`config.mk`:
```
export PLATFORM = sky130hd
export DESIGN_NAME = scaled_count_vector_similarity_unit
export DESIGN_NICKNAME = d
export VERILOG_FILES = /design/src/rtl/core/scvs_pkg.sv /design/src/rtl/core/scvs_front.sv /design/src/rtl/core/scvs_div.sv /design/src/rtl/core/scvs_back.sv /design/src/rtl/core/scaled_count_vector_similarity_unit.sv
export SDC_FILE = /design/constraint.sdc
export NUM_CORES = 1
export LEC_CHECK = 0
export BUFFER_PORTS_ARGS = -buffer_cell sky130_fd_sc_hd__buf_2
export CORE_ASPECT_RATIO = 2
export CORE_MARGIN = 2
export CORE_UTILIZATION = 55
export DETAILED_ROUTE_END_ITERATION = 16
export PLACE_DENSITY_LB_ADDON = 0.25
export SETUP_SLACK_MARGIN = 0.3
export SYNTH_ARGS = -nofsm -noshare
export SYNTH_HDL_FRONTEND = slang
export SYNTH_HIERARCHICAL = 1
export SYNTH_SLANG_ARGS = --single-unit
```
`constraint.sdc`:
```
create_clock -name clk -period 10.66 [get_ports clk]
set_clock_uncertainty 0.2 [all_clocks]
set_input_delay 1.066 -clock clk [delete_from_list [all_inputs] [get_ports clk]]
set_output_delay 1.066 -clock clk [all_outputs]
set_load 0.03 [all_outputs]
```
`src/rtl/core/scvs_pkg.sv`:
```
// Shared types and constants for the scaled count vector similarity unit.
`timescale 1ns / 1ps
package scvs_pkg;

	localparam int CNT_W   = 16;
	localparam int SCORE_W = 17;
	localparam logic [SCORE_W-1:0] SCORE_ONE = 17'h10000;

	// Classified element word passed from the front to the back
	typedef struct packed {
		logic               cmp;       // pair is compared (either count nonzero)
		logic               need_div;  // score needs d * 2^24 / s
		logic               last;
		logic [SCORE_W-1:0] dscore;    // score when no division is needed
		logic [7:0]         dlow;      // difference, known below 256 when dividing
		logic [CNT_W-1:0]   dev;
	} entry_t;

endpackage

```
`src/rtl/core/scvs_front.sv`:
```
// Front end: takes input words, classifies them and queues them for the back end.
`timescale 1ns / 1ps
module scvs_front import scvs_pkg::*; (
	input  logic             clk,
	input  logic             arst_n,
	input  logic             push,
	output logic             full,
	input  logic [CNT_W-1:0] count_first,
	input  logic [CNT_W-1:0] count_second,
	input  logic [CNT_W-1:0] deviation_q8_8,
	input  logic             last_element,
	input  logic             cfg_write,
	input  logic             cfg_data,
	input  logic             deq,
	output logic             qempty,
	output entry_t           head
);

	logic             scale_q;
	logic [CNT_W-1:0] diff;
	logic             big;
	entry_t           ent;
	entry_t           mem_q [2];
	logic             wp_q, rp_q;
	logic [1:0]       cnt_q;
	logic             enq;

	// Scaling register
	always_ff @(posedge clk or negedge arst_n) begin
		if (!arst_n) scale_q <= 1'b1;
		else if (cfg_write) scale_q <= cfg_data;
	end

	// Classify: a distance of one or more (d*256 >= s) scores zero
	always_comb begin
		diff = (count_first >= count_second) ? count_first - count_second
		                                     : count_second - count_first;
		big  = (diff[CNT_W-1:8] != '0) || ({diff[7:0], 8'h00} >= deviation_q8_8);
		ent.cmp      = (count_first != '0) || (count_second != '0);
		ent.last     = last_element;
		ent.dlow     = diff[7:0];
		ent.dev      = deviation_q8_8;
		ent.need_div = 1'b0;
		if (diff == '0) begin
			ent.dscore = SCORE_ONE;
		end else if (scale_q && deviation_q8_8 != '0 && !big) begin
			ent.dscore   = '0;
			ent.need_div = 1'b1;
		end else begin
			ent.dscore = '0;
		end
	end

	assign full   = cnt_q[1];
	assign qempty = (cnt_q == 2'd0);
	assign enq    = push && !full;
	assign head   = mem_q[rp_q];

	// Two-entry queue storage
	always_ff @(posedge clk) begin
		if (enq) mem_q[wp_q] <= ent;
	end

	// Queue pointers
	always_ff @(posedge clk or negedge arst_n) begin
		if (!arst_n) begin
			wp_q  <= 1'b0;
			rp_q  <= 1'b0;
			cnt_q <= 2'd0;
		end else begin
			if (enq) wp_q <= ~wp_q;
			if (deq) rp_q <= ~rp_q;
			cnt_q <= cnt_q + {1'b0, enq} - {1'b0, deq};
		end
	end

endmodule

```
`src/rtl/core/scvs_div.sv`:
```
// Shared restoring divider, one quotient bit per cycle.
`timescale 1ns / 1ps
module scvs_div #(
	parameter int SW  = 28,
	parameter int VW  = 16,
	parameter int STW = 5
) (
	input  logic           clk,
	input  logic           arst_n,
	input  logic           start,
	input  logic [VW-1:0]  ld_rem,
	input  logic [SW-1:0]  ld_num,
	input  logic [STW-1:0] ld_steps,
	input  logic [VW-1:0]  divisor,
	output logic           done,
	output logic [SW-1:0]  quo
);

	logic [VW-1:0]  rem_q;
	logic [SW-1:0]  num_q, quo_q;
	logic [STW-1:0] cnt_q;
	logic           busy_q, done_q;
	logic [VW:0]    trial;
	logic           ge;
	logic [VW-1:0]  rem_n;

	// One subtract-and-compare step
	always_comb begin
		trial = {rem_q, num_q[SW-1]};
		ge    = trial >= {1'b0, divisor};
		rem_n = ge ? VW'(trial - {1'b0, divisor}) : trial[VW-1:0];
	end

	always_ff @(posedge clk) begin
		if (start) begin
			rem_q <= ld_rem;
			num_q <= ld_num;
			quo_q <= '0;
		end else if (busy_q) begin
			rem_q <= rem_n;
			num_q <= num_q << 1;
			quo_q <= {quo_q[SW-2:0], ge};
		end
	end

	always_ff @(posedge clk or negedge arst_n) begin
		if (!arst_n) begin
			busy_q <= 1'b0;
			done_q <= 1'b0;
			cnt_q  <= '0;
		end else if (start) begin
			busy_q <= 1'b1;
			done_q <= 1'b0;
			cnt_q  <= ld_steps;
		end else if (busy_q) begin
			cnt_q <= cnt_q - STW'(1);
			if (cnt_q == STW'(1)) begin
				busy_q <= 1'b0;
				done_q <= 1'b1;
			end
		end else begin
			done_q <= 1'b0;
		end
	end

	assign done = done_q;
	assign quo  = quo_q;

endmodule

```
`src/rtl/core/scvs_back.sv`:
```
// Back end: scores elements, keeps the sums and produces the mean result word.
`timescale 1ns / 1ps
module scvs_back import scvs_pkg::*; #(
	parameter int MAX_ELEMENTS = 1024,
	parameter int CW  = 11,
	parameter int SW  = 28,
	parameter int VW  = 16,
	parameter int STW = 5
) (
	input  logic               clk,
	input  logic               arst_n,
	input  logic               qempty,
	input  entry_t             head,
	output logic               deq,
	output logic               empty,
	input  logic               pop,
	output logic [SCORE_W-1:0] similarity_q0_16,
	output logic [CW-1:0]      compared_count
);

	localparam logic [2:0] ST_IDLE = 3'd0;
	localparam logic [2:0] ST_EDIV = 3'd1;
	localparam logic [2:0] ST_LAST = 3'd2;
	localparam logic [2:0] ST_FDIV = 3'd3;
	localparam logic [2:0] ST_OUT  = 3'd4;

	logic [2:0]         state_q;
	entry_t             ent_q;
	logic [SW-1:0]      sum_q;
	logic [CW-1:0]      pair_q;
	logic [SCORE_W-1:0] res_q;
	logic               out_v_q;
	logic [SCORE_W-1:0] out_sim_q;
	logic [CW-1:0]      out_cnt_q;
	logic               room;
	logic               out_free;
	logic               dstart;
	logic [VW-1:0]      ld_rem, divisor;
	logic [SW-1:0]      ld_num;
	logic [STW-1:0]     ld_steps;
	logic               ddone;
	logic [SW-1:0]      quo;

	assign room     = pair_q < CW'(MAX_ELEMENTS);
	assign out_free = !out_v_q || pop;
	assign deq      = (state_q == ST_IDLE) && !qempty;

	// Divider load: element division in IDLE, final mean in LAST
	always_comb begin
		dstart   = 1'b0;
		ld_rem   = VW'({head.dlow, 8'h00});
		ld_num   = '0;
		ld_steps = STW'(16);
		if (state_q == ST_IDLE && !qempty && head.cmp && room && head.need_div)
			dstart = 1'b1;
		if (state_q == ST_LAST && ent_q.last && pair_q != '0) begin
			dstart   = 1'b1;
			ld_rem   = '0;
			ld_num   = sum_q;
			ld_steps = STW'(SW);
		end
		divisor = (state_q == ST_FDIV || state_q == ST_LAST) ? VW'(pair_q) : VW'(ent_q.dev);
	end

	scvs_div #(.SW(SW), .VW(VW), .STW(STW)) u_div (
		.clk      (clk),
		.arst_n   (arst_n),
		.start    (dstart),
		.ld_rem   (ld_rem),
		.ld_num   (ld_num),
		.ld_steps (ld_steps),
		.divisor  (divisor),
		.done     (ddone),
		.quo      (quo)
	);

	always_ff @(posedge clk) begin
		if (deq) ent_q <= head;
	end

	// Result valid flag
	always_ff @(posedge clk or negedge arst_n) begin
		if (!arst_n) out_v_q <= 1'b0;
		else if (state_q == ST_OUT && out_free) out_v_q <= 1'b1;
		else if (pop) out_v_q <= 1'b0;
	end

	// Sequencer, sums and result register
	always_ff @(posedge clk or negedge arst_n) begin
		if (!arst_n) begin
			state_q   <= ST_IDLE;
			sum_q     <= '0;
			pair_q    <= '0;
			res_q     <= '0;
			out_sim_q <= '0;
			out_cnt_q <= '0;
		end else begin
			unique case (state_q)
				ST_IDLE: begin
					if (!qempty) begin
						if (head.cmp && room && head.need_div) begin
							state_q <= ST_EDIV;
						end else begin
							state_q <= ST_LAST;
							if (head.cmp && room) begin
								sum_q  <= sum_q + SW'(head.dscore);
								pair_q <= pair_q + CW'(1);
							end
						end
					end
				end
				ST_EDIV: begin
					if (ddone) begin
						sum_q   <= sum_q + SW'(SCORE_ONE - {1'b0, quo[15:0]});
						pair_q  <= pair_q + CW'(1);
						state_q <= ST_LAST;
					end
				end
				ST_LAST: begin
					if (!ent_q.last) begin
						state_q <= ST_IDLE;
					end else if (pair_q == '0) begin
						res_q   <= '0;
						state_q <= ST_OUT;
					end else begin
						state_q <= ST_FDIV;
					end
				end
				ST_FDIV: begin
					if (ddone) begin
						res_q   <= quo[SCORE_W-1:0];
						state_q <= ST_OUT;
					end
				end
				ST_OUT: begin
					if (out_free) begin
						out_sim_q <= res_q;
						out_cnt_q <= pair_q;
						sum_q     <= '0;
						pair_q    <= '0;
						state_q   <= ST_IDLE;
					end
				end
				default: state_q <= ST_IDLE;
			endcase
		end
	end

	assign empty            = !out_v_q;
	assign similarity_q0_16 = out_sim_q;
	assign compared_count   = out_cnt_q;

endmodule

```
`src/rtl/core/scaled_count_vector_similarity_unit.sv`:
```
// Top level of the scaled count vector similarity unit.
//
//  channel   handshake        word
//  input     push / full      count_first, count_second, deviation_q8_8, last_element
//  result    pop / empty      similarity_q0_16, compared_count
//  config    cfg_write        cfg_data (deviation scaling enable)
//
// An element that needs a scaled division runs through EDIV in the back end,
// on the 16-step shared divider; other elements go from IDLE straight to LAST.
// A last element adds the mean division of CW+17 steps on the same divider.
// Reset clears the sums, the queue and the result register; scaling resets to on.
// A two-word queue lets input words land while the back end divides or a result waits.
`timescale 1ns / 1ps
module scaled_count_vector_similarity_unit import scvs_pkg::*; #(
	parameter int MAX_ELEMENTS = 1024
) (
	input  logic                                clk,
	input  logic                                arst_n,
	input  logic                                push,
	output logic                                full,
	input  logic [CNT_W-1:0]                    count_first,
	input  logic [CNT_W-1:0]                    count_second,
	input  logic [CNT_W-1:0]                    deviation_q8_8,
	input  logic                                last_element,
	output logic                                empty,
	input  logic                                pop,
	output logic [SCORE_W-1:0]                  similarity_q0_16,
	output logic [$clog2(MAX_ELEMENTS + 1)-1:0] compared_count,
	input  logic                                cfg_write,
	input  logic                                cfg_data
);

	localparam int CW  = $clog2(MAX_ELEMENTS + 1);
	localparam int SW  = CW + SCORE_W;
	localparam int VW  = (CW > CNT_W) ? CW : CNT_W;
	localparam int STW = $clog2(SW + 1);

	logic   deq;
	logic   qempty;
	entry_t head;

	scvs_front u_front (
		.clk            (clk),
		.arst_n         (arst_n),
		.push           (push),
		.full           (full),
		.count_first    (count_first),
		.count_second   (count_second),
		.deviation_q8_8 (deviation_q8_8),
		.last_element   (last_element),
		.cfg_write      (cfg_write),
		.cfg_data       (cfg_data),
		.deq            (deq),
		.qempty         (qempty),
		.head           (head)
	);

	scvs_back #(
		.MAX_ELEMENTS (MAX_ELEMENTS),
		.CW           (CW),
		.SW           (SW),
		.VW           (VW),
		.STW          (STW)
	) u_back (
		.clk              (clk),
		.arst_n           (arst_n),
		.qempty           (qempty),
		.head             (head),
		.deq              (deq),
		.empty            (empty),
		.pop              (pop),
		.similarity_q0_16 (similarity_q0_16),
		.compared_count   (compared_count)
	);

endmodule

```
==> impl_metrics.csv, run 1 <==
group,metric,value,unit
run_status,outcome,"completed",
sta,period_minus_slack,4550,ps
grt,grt_pass1_vias,10448,
setup_path,r2r_setup_slack,6110,ps
grt,met3_usage,2.32,%
sta,tns,0,ps
cts,cts_root_buffer,"clkbuf_16",
final_layout,antennaDiodeCount,0,
setup_path,cp.arrival,4620,ps
final_layout,multi_input_comb_area,7160,sq um
synth,avgSynthCellArea,9.91,sq um
cts,cts_buffer_depth,3,
final_layout,num-fill-cells,2154,
setup_path,crit_fanout,27,
min_path,min_to,"u_back/res_q[16]",
sta,whs,256,ps
sta,setup_violations,0,
power,clkPwrFrac,15.8,%
power,p_sw_share,41.8,%
run,drv_cap,0,
placed_design,hpwl,22600,um
power,p_per_area,319,nW/um^2
die,dieArea,27100,sq um
power,combinationalPowerShare,52.1,%
routing,vias,10480,
routing,route.detailed.drc,0,
final_layout,regArea,6360,sq um
sta,period_share,42.7,%
synth,syn_inst,1428,
routing,initialDrtViolationCount,539,
grt,grt_max_degree,58,
min_path,holdPathStages,2,
cts,cts_sinks,234,
sta,slew_headroom,21.2,%
power,p_leak,6.94,nW
grt,grt_overflow,0,
final_layout,final_nets,1626,
setup_path,worst_r2r_startpoint,"u_back/state_q[2]",
routing,dr.pass1.iters,5,
setup_path,reg2reg_to,"u_back/u_div/rem_q[8]",
power,internal_power,2.87,mW
grt,use_met2,42.0,%
setup_path,cp-end-kind,"flip-flop",
setup_path,cp-start-kind,"flip-flop",
placed_design,globalplace.congestion,0.892,
placed_design,io_buffers,84,
grt,grt_use_total,23.6,%
synth,yosysWarnings,6,
grt,grt_pass1_wl,52800,um
grt,busiest_layer,"met2",
cts,cts_buffers,23,
final_layout,drive_gt1_share,15.5,%
cts,path_clk_slew,60,ps
routing,wl_per_cell,17.2,um
die,rows,83,
min_path,min_from,"u_back/u_div/quo[16]",
setup_path,required,10730,ps
cts,htree_levels,1,
sta,max_freq,220,MHz
die,die_w,117,um
sta,rsz0062_at_grt,"false",
setup_path,r2r_cells,12,
sta,worst_slew_pin_slew,1170,ps
cts,worstSkewPairLatency,520,ps
die,core_area,25400,sq um
power,power_frac_seq,32.1,%
sta,hold_violations,0,
synth,syn_area,14200,sq um
final_layout,fin_util,60.8,%
cts,postCtsResizedCells,0,
cts,cts_hold_buffers,0,
cts,postCtsSetupBuffers,0,
final_layout,syn2layout_area_growth,9.26,%
power,peakVddDrop,0.233,mV
power,switching_power,2.06,mW
sta,drv_slew,0,
routing,wl,31700,um
routing,vias_per_cell,5.70,
min_path,hold_class,"flip-flop to flip-flop",
die,fp.dieH,231,um
routing,ant_nets,0,
die,ios,85,
grt,met1_usage,30.5,%
setup_path,path_class,"flip-flop to flip-flop",
cts,cts_tree,"done",
die,start_util,55.6,%
grt,antenna_found_initial,0,
[cell type report]
class	count	share of cell area, %
inverters	90	2.18
flip-flops and latches	234	41.1
clock buffers	28	4.04
repair buffers	92	3.12
multi-input cells	1046	46.3
well taps	340	2.75
clock inverters	10	0.526
[sequential cells by signal, summed over array words and instances, names as in the netlist, 2 cells and up]
signal and flops:
u_back/u_div/num_q 28, u_back/compared_count 11, u_front/mem_q 56, u_back/u_div/rem_q 16
u_back/u_div/quo 17, u_back/ent_q 17, u_back/pair_q 11, u_back/similarity_q0_16 17
u_front/cnt_q 2, u_back/res_q 17, u_back/state_q 3, u_back/sum_q 28
u_back/u_div/cnt_q 5
[metal layers]
layer  vias up  part of all wire [%]
met5         -                     0
met4         0                   2.3
met3        40                   3.7
met2       220                    50
met1      5078                    44
li1       5142                     -
[power groups by stage]
stage | logic, mW | registers (mW) | clock network [mW]
5_1_grt | 2.86 | 1.62 | 0.833
3_5_place_dp | 2.54 | 1.60 | 0
2_1_floorplan | 2.03 | 1.55 | 0
6_report | 2.57 | 1.58 | 0.779
4_1_cts | 2.56 | 1.58 | 0.801
3_3_place_gp | 2.48 | 1.58 | 0
[metrics by stage]
step	instances	worst slack (ps)	cell area (sq um)	power [mW]
after floorplan	1452	6370	14200	3.57
after global placement	1802	5910	14800	4.06
after detailed placement	1802	5760	14800	4.14
after CTS	1840	6100	15500	4.95
after global routing	1840	5810	15500	5.31
final	1840	6110	15500	4.93
[critical path, cell delays in order, from the launching register on]
cell	delay [ps]
dfrtp_1	530
nand2b_1	680
nand2_1	180
o21ai_0	150
inv_1	160
ha_1	340
nor2b_1	150
o21ai_1	170
a21oi_1	100
or2_1	290
a21oi_4	680
mux2_2	410
mux2_2	250
[layout by cell type (no fill, tap or decap), types with 27 or more instances in the layout]
master	instances
nand2_1	207
xor2_1	33
edfxtp_1	117
mux2_2	74
dfrtp_1	99
mux2i_1	29
and2_1	41
ha_1	80
a21oi_1	69
buf_2	83
inv_1	90
o21ai_0	50
conb_1	27
nand3_1	34
nor2_1	60
xnor2_1	38
[worst max path at each step]
stage,start,to,slack (ps)
finish,u_back/state_q[2],u_back/u_div/rem_q[8],6110
global route,u_back/state_q[2],u_back/u_div/rem_q[9],5810
CTS,u_back/state_q[2],u_back/u_div/rem_q[8],6100
detailed placement,count_first[0],u_front/mem_q[0][42],5760
global placement,count_first[0],u_front/mem_q[0][42],5910
floorplan,count_first[0],u_front/mem_q[0][42],6370
No activity file was read; power rests on OpenSTA's default activity.
==> run 2: changes to the inputs <==
==> constraint.sdc (replaced) <==
create_clock -name clk -period 3.9 [get_ports clk]
set_clock_uncertainty 0.2 [all_clocks]
set_input_delay 0.39 -clock clk [delete_from_list [all_inputs] [get_ports clk]]
set_output_delay 0.39 -clock clk [all_outputs]
set_load 0.03 [all_outputs]
==> impl_metrics.csv, run 2 (synthesized netlist as in run 1, its figures left out) <==
group,metric,value,unit
run_status,outcome,"completed",
sta,period_minus_slack,3620,ps
power,power,14.6,mW
sta,max_freq,276,MHz
sta,period_share,92.8,%
power,internal_power,8.67,mW
cts,cts_tree,"done",
grt,grt_pass1_vias,11029,
cts,worstSkewPairLatency,520,ps
routing,vias_per_cell,5.60,
routing,dr.pass1.iters,7,
routing,vias,10842,
die,rows,83,
setup_path,path_class,"flip-flop to flip-flop",
sta,setup_violations,0,
setup_path,crit_slowest_cell,"or4_4",
sta,hold_violations,0,
sta,slew_headroom,44.2,%
die,core_area,25400,sq um
die,fp.dieH,231,um
cts,path_clk_slew,70,ps
die,dieArea,27100,sq um
routing,ant_nets,0,
power,clkPwrFrac,16.0,%
setup_path,crit_top_cell,"and3_4",
final_layout,final_nets,1718,
setup_path,cp-end-kind,"flip-flop",
placed_design,placed_cells,1862,
final_layout,largest_register,"u_front/mem_q",
routing,route.detailed.drc,0,
placed_design,globalplace.congestion,0.924,
routing,wl_per_cell,16.9,um
cts,cts_buffers,22,
setup_path,crit_fanout,6,
cts,cts_buffer_depth,3,
min_path,hold_class,"primary input to flip-flop",
final_layout,final_common_cell,"nand2_1",
routing,wl,32700,um
setup_path,crit_cells,13,
final_layout,reg_top3,"u_front/mem_q: 56 flops, u_back/sum_q: 28 flops, u_back/u_div/num_q: 28 flops",
cts,cts_sinks,234,
final_layout,largest_reg_flops,56,
routing,initialDrtViolationCount,675,
power,p_per_area,880,nW/um^2
placed_design,hpwl,23400,um
final_layout,fin_area,16600,sq um
die,start_util,55.6,%
cts,htree_levels,1,
setup_path,r2r_cells,13,
die,die_w,117,um
final_layout,finalNonFillerCells,1935,
final_layout,syn2layout_area_growth,17.1,%
power,peakVddDrop,0.678,mV
grt,antenna_found_initial,0,
power,power_frac_seq,29.3,%
final_layout,multi_input_comb_area,7380,sq um
final_layout,fin_util,65.2,%
setup_path,critical_path.top_delay_family,"simple AND/OR/NAND/NOR gates",
power,p_leak,7.48,nW
grt,grt_overflow,0,
min_path,holdPathStages,3,
placed_design,io_buffers,84,
final_layout,num-fill-cells,2023,
setup_path,worstPathCellList,"nor4_4, and3_4, nand3b_1, nor4_2, xor2_1, o21ai_1, ha_1, and3_4, a211oi_2, nand2b_1, a31o_4, or4_4, a21oi_2",
placed_design,dpl_cell_area,15300,sq um
run,drv_cap,0,
power,p_sw_share,40.6,%
sta,rsz0062_at_grt,"true",
setup_path,critPathMaxStageDelay,480,ps
grt,grt_use_total,24.0,%
sta,whs,74.3,ps
die,ios,85,
setup_path,path_buf_inv,0,
final_layout,regArea,6370,sq um
grt,grt_max_degree,50,
final_layout,antennaDiodeCount,0,
sta,worst_slew_pin_slew,835,ps
cts,cts_root_buffer,"clkbuf_16",
setup_path,required,4130,ps
final_layout,final_cell_mix,"207 x nand2_1, 117 x edfxtp_1, 99 x dfrtp_1",
grt,grt_pass1_wl,53500,um
power,switching_power,5.92,mW
sta,drv_slew,0,
power,combinationalPowerShare,54.7,%
setup_path,cp-start-kind,"flip-flop",
setup_path,cp.arrival,3850,ps
final_layout,drive_gt1_share,21.9,%
## run 2: timing repair
item,CTS,global route
resized for setup,14,43
hold endpoints to repair,81,0
setup endpoints to repair,9,22
pin swaps,4,32
hold buffers,20,0
buffers inserted,2,11
## run 2: final cells by class
class	instances	share of cell area (%)
multi-input combinational	1046	44.5
sequential	234	38.4
timing repair buffer	185	7.67
clock buffer	27	3.75
tap	340	2.56
inverter	90	2.04
clock inverter	13	1.12
## run 2: metal layers
metal | wire length [um] | vias to the layer above | global-route usage [%]
li1 | - | 5322 | -
met1 | 13600 | 5207 | 29.0
met2 | 16500 | 241 | 43.8
met3 | 1250 | 72 | 2.25
met4 | 1290 | 0 | 9.71
met5 | 0 | - | 0
## run 2: path summary, 6_finish.rpt
check / slack (ps) / end / start
max in group asynchronous: 2430 / u_back/sum_q[5] / arst_n
worst max-delay path: 280 / u_back/sum_q[22] / u_back/u_div/quo[6]
worst min register to register: 260 / u_back/res_q[16] / u_back/u_div/quo[16]
worst min-delay path: 70 / u_front/wp_q / push
min in group asynchronous: 240 / u_front/wp_q / arst_n
worst max register to register: 280 / u_back/sum_q[22] / u_back/u_div/quo[6]
## run 2: power groups by stage
stage          clock (mW)  sequential (mW)  combinational, mW
4_1_cts              2.40             4.25               7.62
5_1_grt              2.49             4.37               8.81
6_report             2.34             4.28               7.98
2_1_floorplan           0             4.23               5.55
3_5_place_dp            0             4.28               7.47
3_3_place_gp            0             4.25               7.29
## run 2: stage by stage
step | TNS, ps | setup slack, ps
after floorplan | 0 | 326
final | 0 | 283
after global routing | 0 | 184
after CTS | 0 | 284
after global placement | -87.1 | -43.5
after detailed placement | -383 | -191
## run 2: worst register-to-register path, cell delays in order (launching register included)
cell      delay (ps)
dfxtp_4          370
nor4_4           310
and3_4           240
nand3b_1         130
nor4_2           280
xor2_1           250
o21ai_1          140
ha_1             350
and3_4           210
a211oi_2          40
nand2b_1         160
a31o_4           240
or4_4            490
a21oi_2          130
==> run 3: changes to the inputs <==
--- a/config.mk
+++ b/config.mk
@@ -5,10 +5,11 @@
 export SDC_FILE = /design/constraint.sdc
 export NUM_CORES = 1
 export LEC_CHECK = 0
+export ABC_AREA = 1
 export BUFFER_PORTS_ARGS = -buffer_cell sky130_fd_sc_hd__buf_2
 export CORE_ASPECT_RATIO = 2
 export CORE_MARGIN = 2
-export CORE_UTILIZATION = 55
+export CORE_UTILIZATION = 57
 export DETAILED_ROUTE_END_ITERATION = 16
 export PLACE_DENSITY_LB_ADDON = 0.25
 export SETUP_SLACK_MARGIN = 0.3
==> impl_metrics.csv, run 3 <==
group,metric,value,unit
run_status,outcome,"completed",
die,ios,85,
setup_path,worst_r2r_startpoint,"u_back/state_q[1]",
setup_path,crit_fanout,17,
routing,vias_per_cell,5.29,
cts,path_clk_slew,70,ps
sta,setup_violations,0,
placed_design,globalplace.congestion,0.988,
grt,grt_overflow,0,
placed_design,dp_slack,492,ps
min_path,min_from,"push",
placed_design,hpwl,32100,um
sta,drv_slew,0,
final_layout,syn2layout_area_growth,11.2,%
synth,syn_area,15500,sq um
placed_design,io_buffers,84,
final_layout,largest_register,"u_front/mem_q",
sta,hold_violations,0,
sta,max_freq,298,MHz
cts,cts_buffer_depth,3,
setup_path,r2r_cells,16,
setup_path,critical_path.top_delay_family,"simple AND/OR/NAND/NOR gates",
setup_path,crit_top_cell,"nand3_1",
final_layout,final_cell_mix,"708 x nand2_1, 320 x inv_1, 166 x nor2_1",
final_layout,num-fill-cells,2426,
min_path,hold_class,"primary input to flip-flop",
setup_path,path_buf_inv,4,
final_layout,largest_reg_flops,56,
setup_path,r2r_setup_slack,550,ps
setup_path,cp.arrival,3420,ps
run,drv_cap,0,
sta,period_share,86.0,%
sta,worst_slew_pin_slew,1170,ps
setup_path,critPathMaxStageDelay,410,ps
setup_path,crit_slowest_cell,"dfrtp_1",
sta,period_minus_slack,3350,ps
setup_path,reg2reg_to,"u_back/u_div/rem_q[15]",
setup_path,path_class,"flip-flop to flip-flop",
die,start_util,57.7,%
routing,vias,13631,
sta,slew_headroom,21.7,%
grt,grt_max_degree,64,
routing,initialDrtViolationCount,670,
routing,ant_nets,0,
cts,cts_root_buffer,"clkbuf_16",
min_path,min_to,"u_front/wp_q",
die,dieArea,28700,sq um
grt,grt_use_total,28.7,%
routing,wl_per_cell,15.9,um
sta,whs,99.4,ps
synth,yosysWarnings,6,
setup_path,cp-start-kind,"flip-flop",
grt,grt_pass1_wl,65500,um
final_layout,fin_util,64.2,%
cts,htree_levels,1,
final_layout,final_nets,2351,
routing,wl,40900,um
final_layout,finalNonFillerCells,2576,
die,rows,85,
power,p_per_area,913,nW/um^2
grt,grt_pass1_vias,13628,
die,core_area,26900,sq um
synth,syn_inst,2100,
cts,worstSkewPairLatency,520,ps
min_path,holdPathStages,3,
cts,cts_buffers,22,
cts,cts_tree,"done",
synth,avgSynthCellArea,7.40,sq um
routing,dr.pass1.iters,7,
die,die_w,121,um
final_layout,antennaDiodeCount,0,
setup_path,worstPathCellList,"inv_1, nor2_4, clkinvlp_4, buf_4, o21ai_0, inv_1, ha_1, nand2_1, nor2_1, nand3_1, nand3_2, nand2_4, nand2_4, nand3_1, nand3_1, nand2_1",
final_layout,final_common_cell,"nand2_1",
placed_design,placed_cells,2511,
final_layout,reg_top3,"u_front/mem_q: 56 flops, u_back/sum_q: 28 flops, u_back/u_div/num_q: 28 flops",
sta,tns,0,ps
setup_path,required,3970,ps
grt,antenna_found_initial,0,
sta,rsz0062_at_grt,"false",
power,peakVddDrop,0.486,mV
final_layout,drive_gt1_share,11.2,%
setup_path,cp-end-kind,"flip-flop",
routing,route.detailed.drc,0,
cts,cts_sinks,234,
die,fp.dieH,237,um
power,p_leak,8.91,nW
sta,worst_slack,547,ps
==> run 3: cell types whose count changed in the layout (fill, tap and decap cells not counted), moves of 21 or more <==
| cell | change |
|---|---|
| nand2_1 | +501 |
| inv_1 | +230 |
| mux2i_1 | -28 |
| a21o_1 | -23 |
| buf_4 | -56 |
| and2_1 | -37 |
| nand3_1 | +126 |
| o22ai_1 | +23 |
| mux2_2 | -45 |
| nor2_1 | +108 |
| xnor2_1 | -21 |
==> run 3: power by group <==
group | switching (mW) | internal, mW
registers | 0.573 | 3.79
clock network | 0.914 | 1.26
logic | 6.19 | 3.04
==> run 3: final cells by class <==
type	count	area [sq um]	share of cell area, %
repair buffers	126	791	4.58
clock buffers	30	627	3.63
repair inverters	1	7.51	0.0435
clock inverters	10	100	0.580
flip-flops and latches	234	6360	36.8
multi-input cells	1488	7670	44.4
inverters	339	1290	7.45
well taps	348	435	2.52
==> run 3: worst max path at each step <==
stage	from	end	cells after the start
after global routing	u_back/state_q[1]	u_back/u_div/rem_q[8]	18
after detailed placement	count_first[0]	u_front/mem_q[0][42]	21
final	u_back/state_q[1]	u_back/u_div/rem_q[15]	16
after global placement	count_first[0]	u_front/mem_q[0][42]	25
after CTS	u_back/state_q[2]	u_back/sum_q[12]	16
after floorplan	u_back/state_q[0]	u_back/u_div/num_q[0]	9
==> run 3: metrics by stage <==
stage / power [mW] / area [sq um]
global placement: 13.2 / 16300
detailed placement: 13.4 / 16300
CTS: 15.7 / 17200
finish: 15.8 / 17300
floorplan: 11.2 / 15600
global route: 17.1 / 17300
==> run 3: metal layers <==
layer | GRT usage, % | part of all wire, % | vias up
met5 | 0 | 0 | -
met4 | 16.6 | 6.1 | 0
met3 | 2.28 | 3.4 | 119
met2 | 55.3 | 55 | 383
met1 | 29.4 | 36 | 6297
li1 | - | - | 6832
==> run 3: worst register-to-register path, stage by stage, from the launching register on <==
cell and delay (ps):
dfrtp_1 410, inv_1 120, nor2_4 200, clkinvlp_4 210, buf_4 180, o21ai_0 170
inv_1 70, ha_1 360, nand2_1 140, nor2_1 160, nand3_1 150, nand3_2 130
nand2_4 90, nand2_4 220, nand3_1 130, nand3_1 110, nand2_1 60
==> run 3: what timing repair did <==
action	4_1_cts	5_1_grt
setup buffers	0	3
endpoints found under the hold margin	78	0
resized for setup	0	7
setup endpoints to repair	0	24
hold buffers	21	0
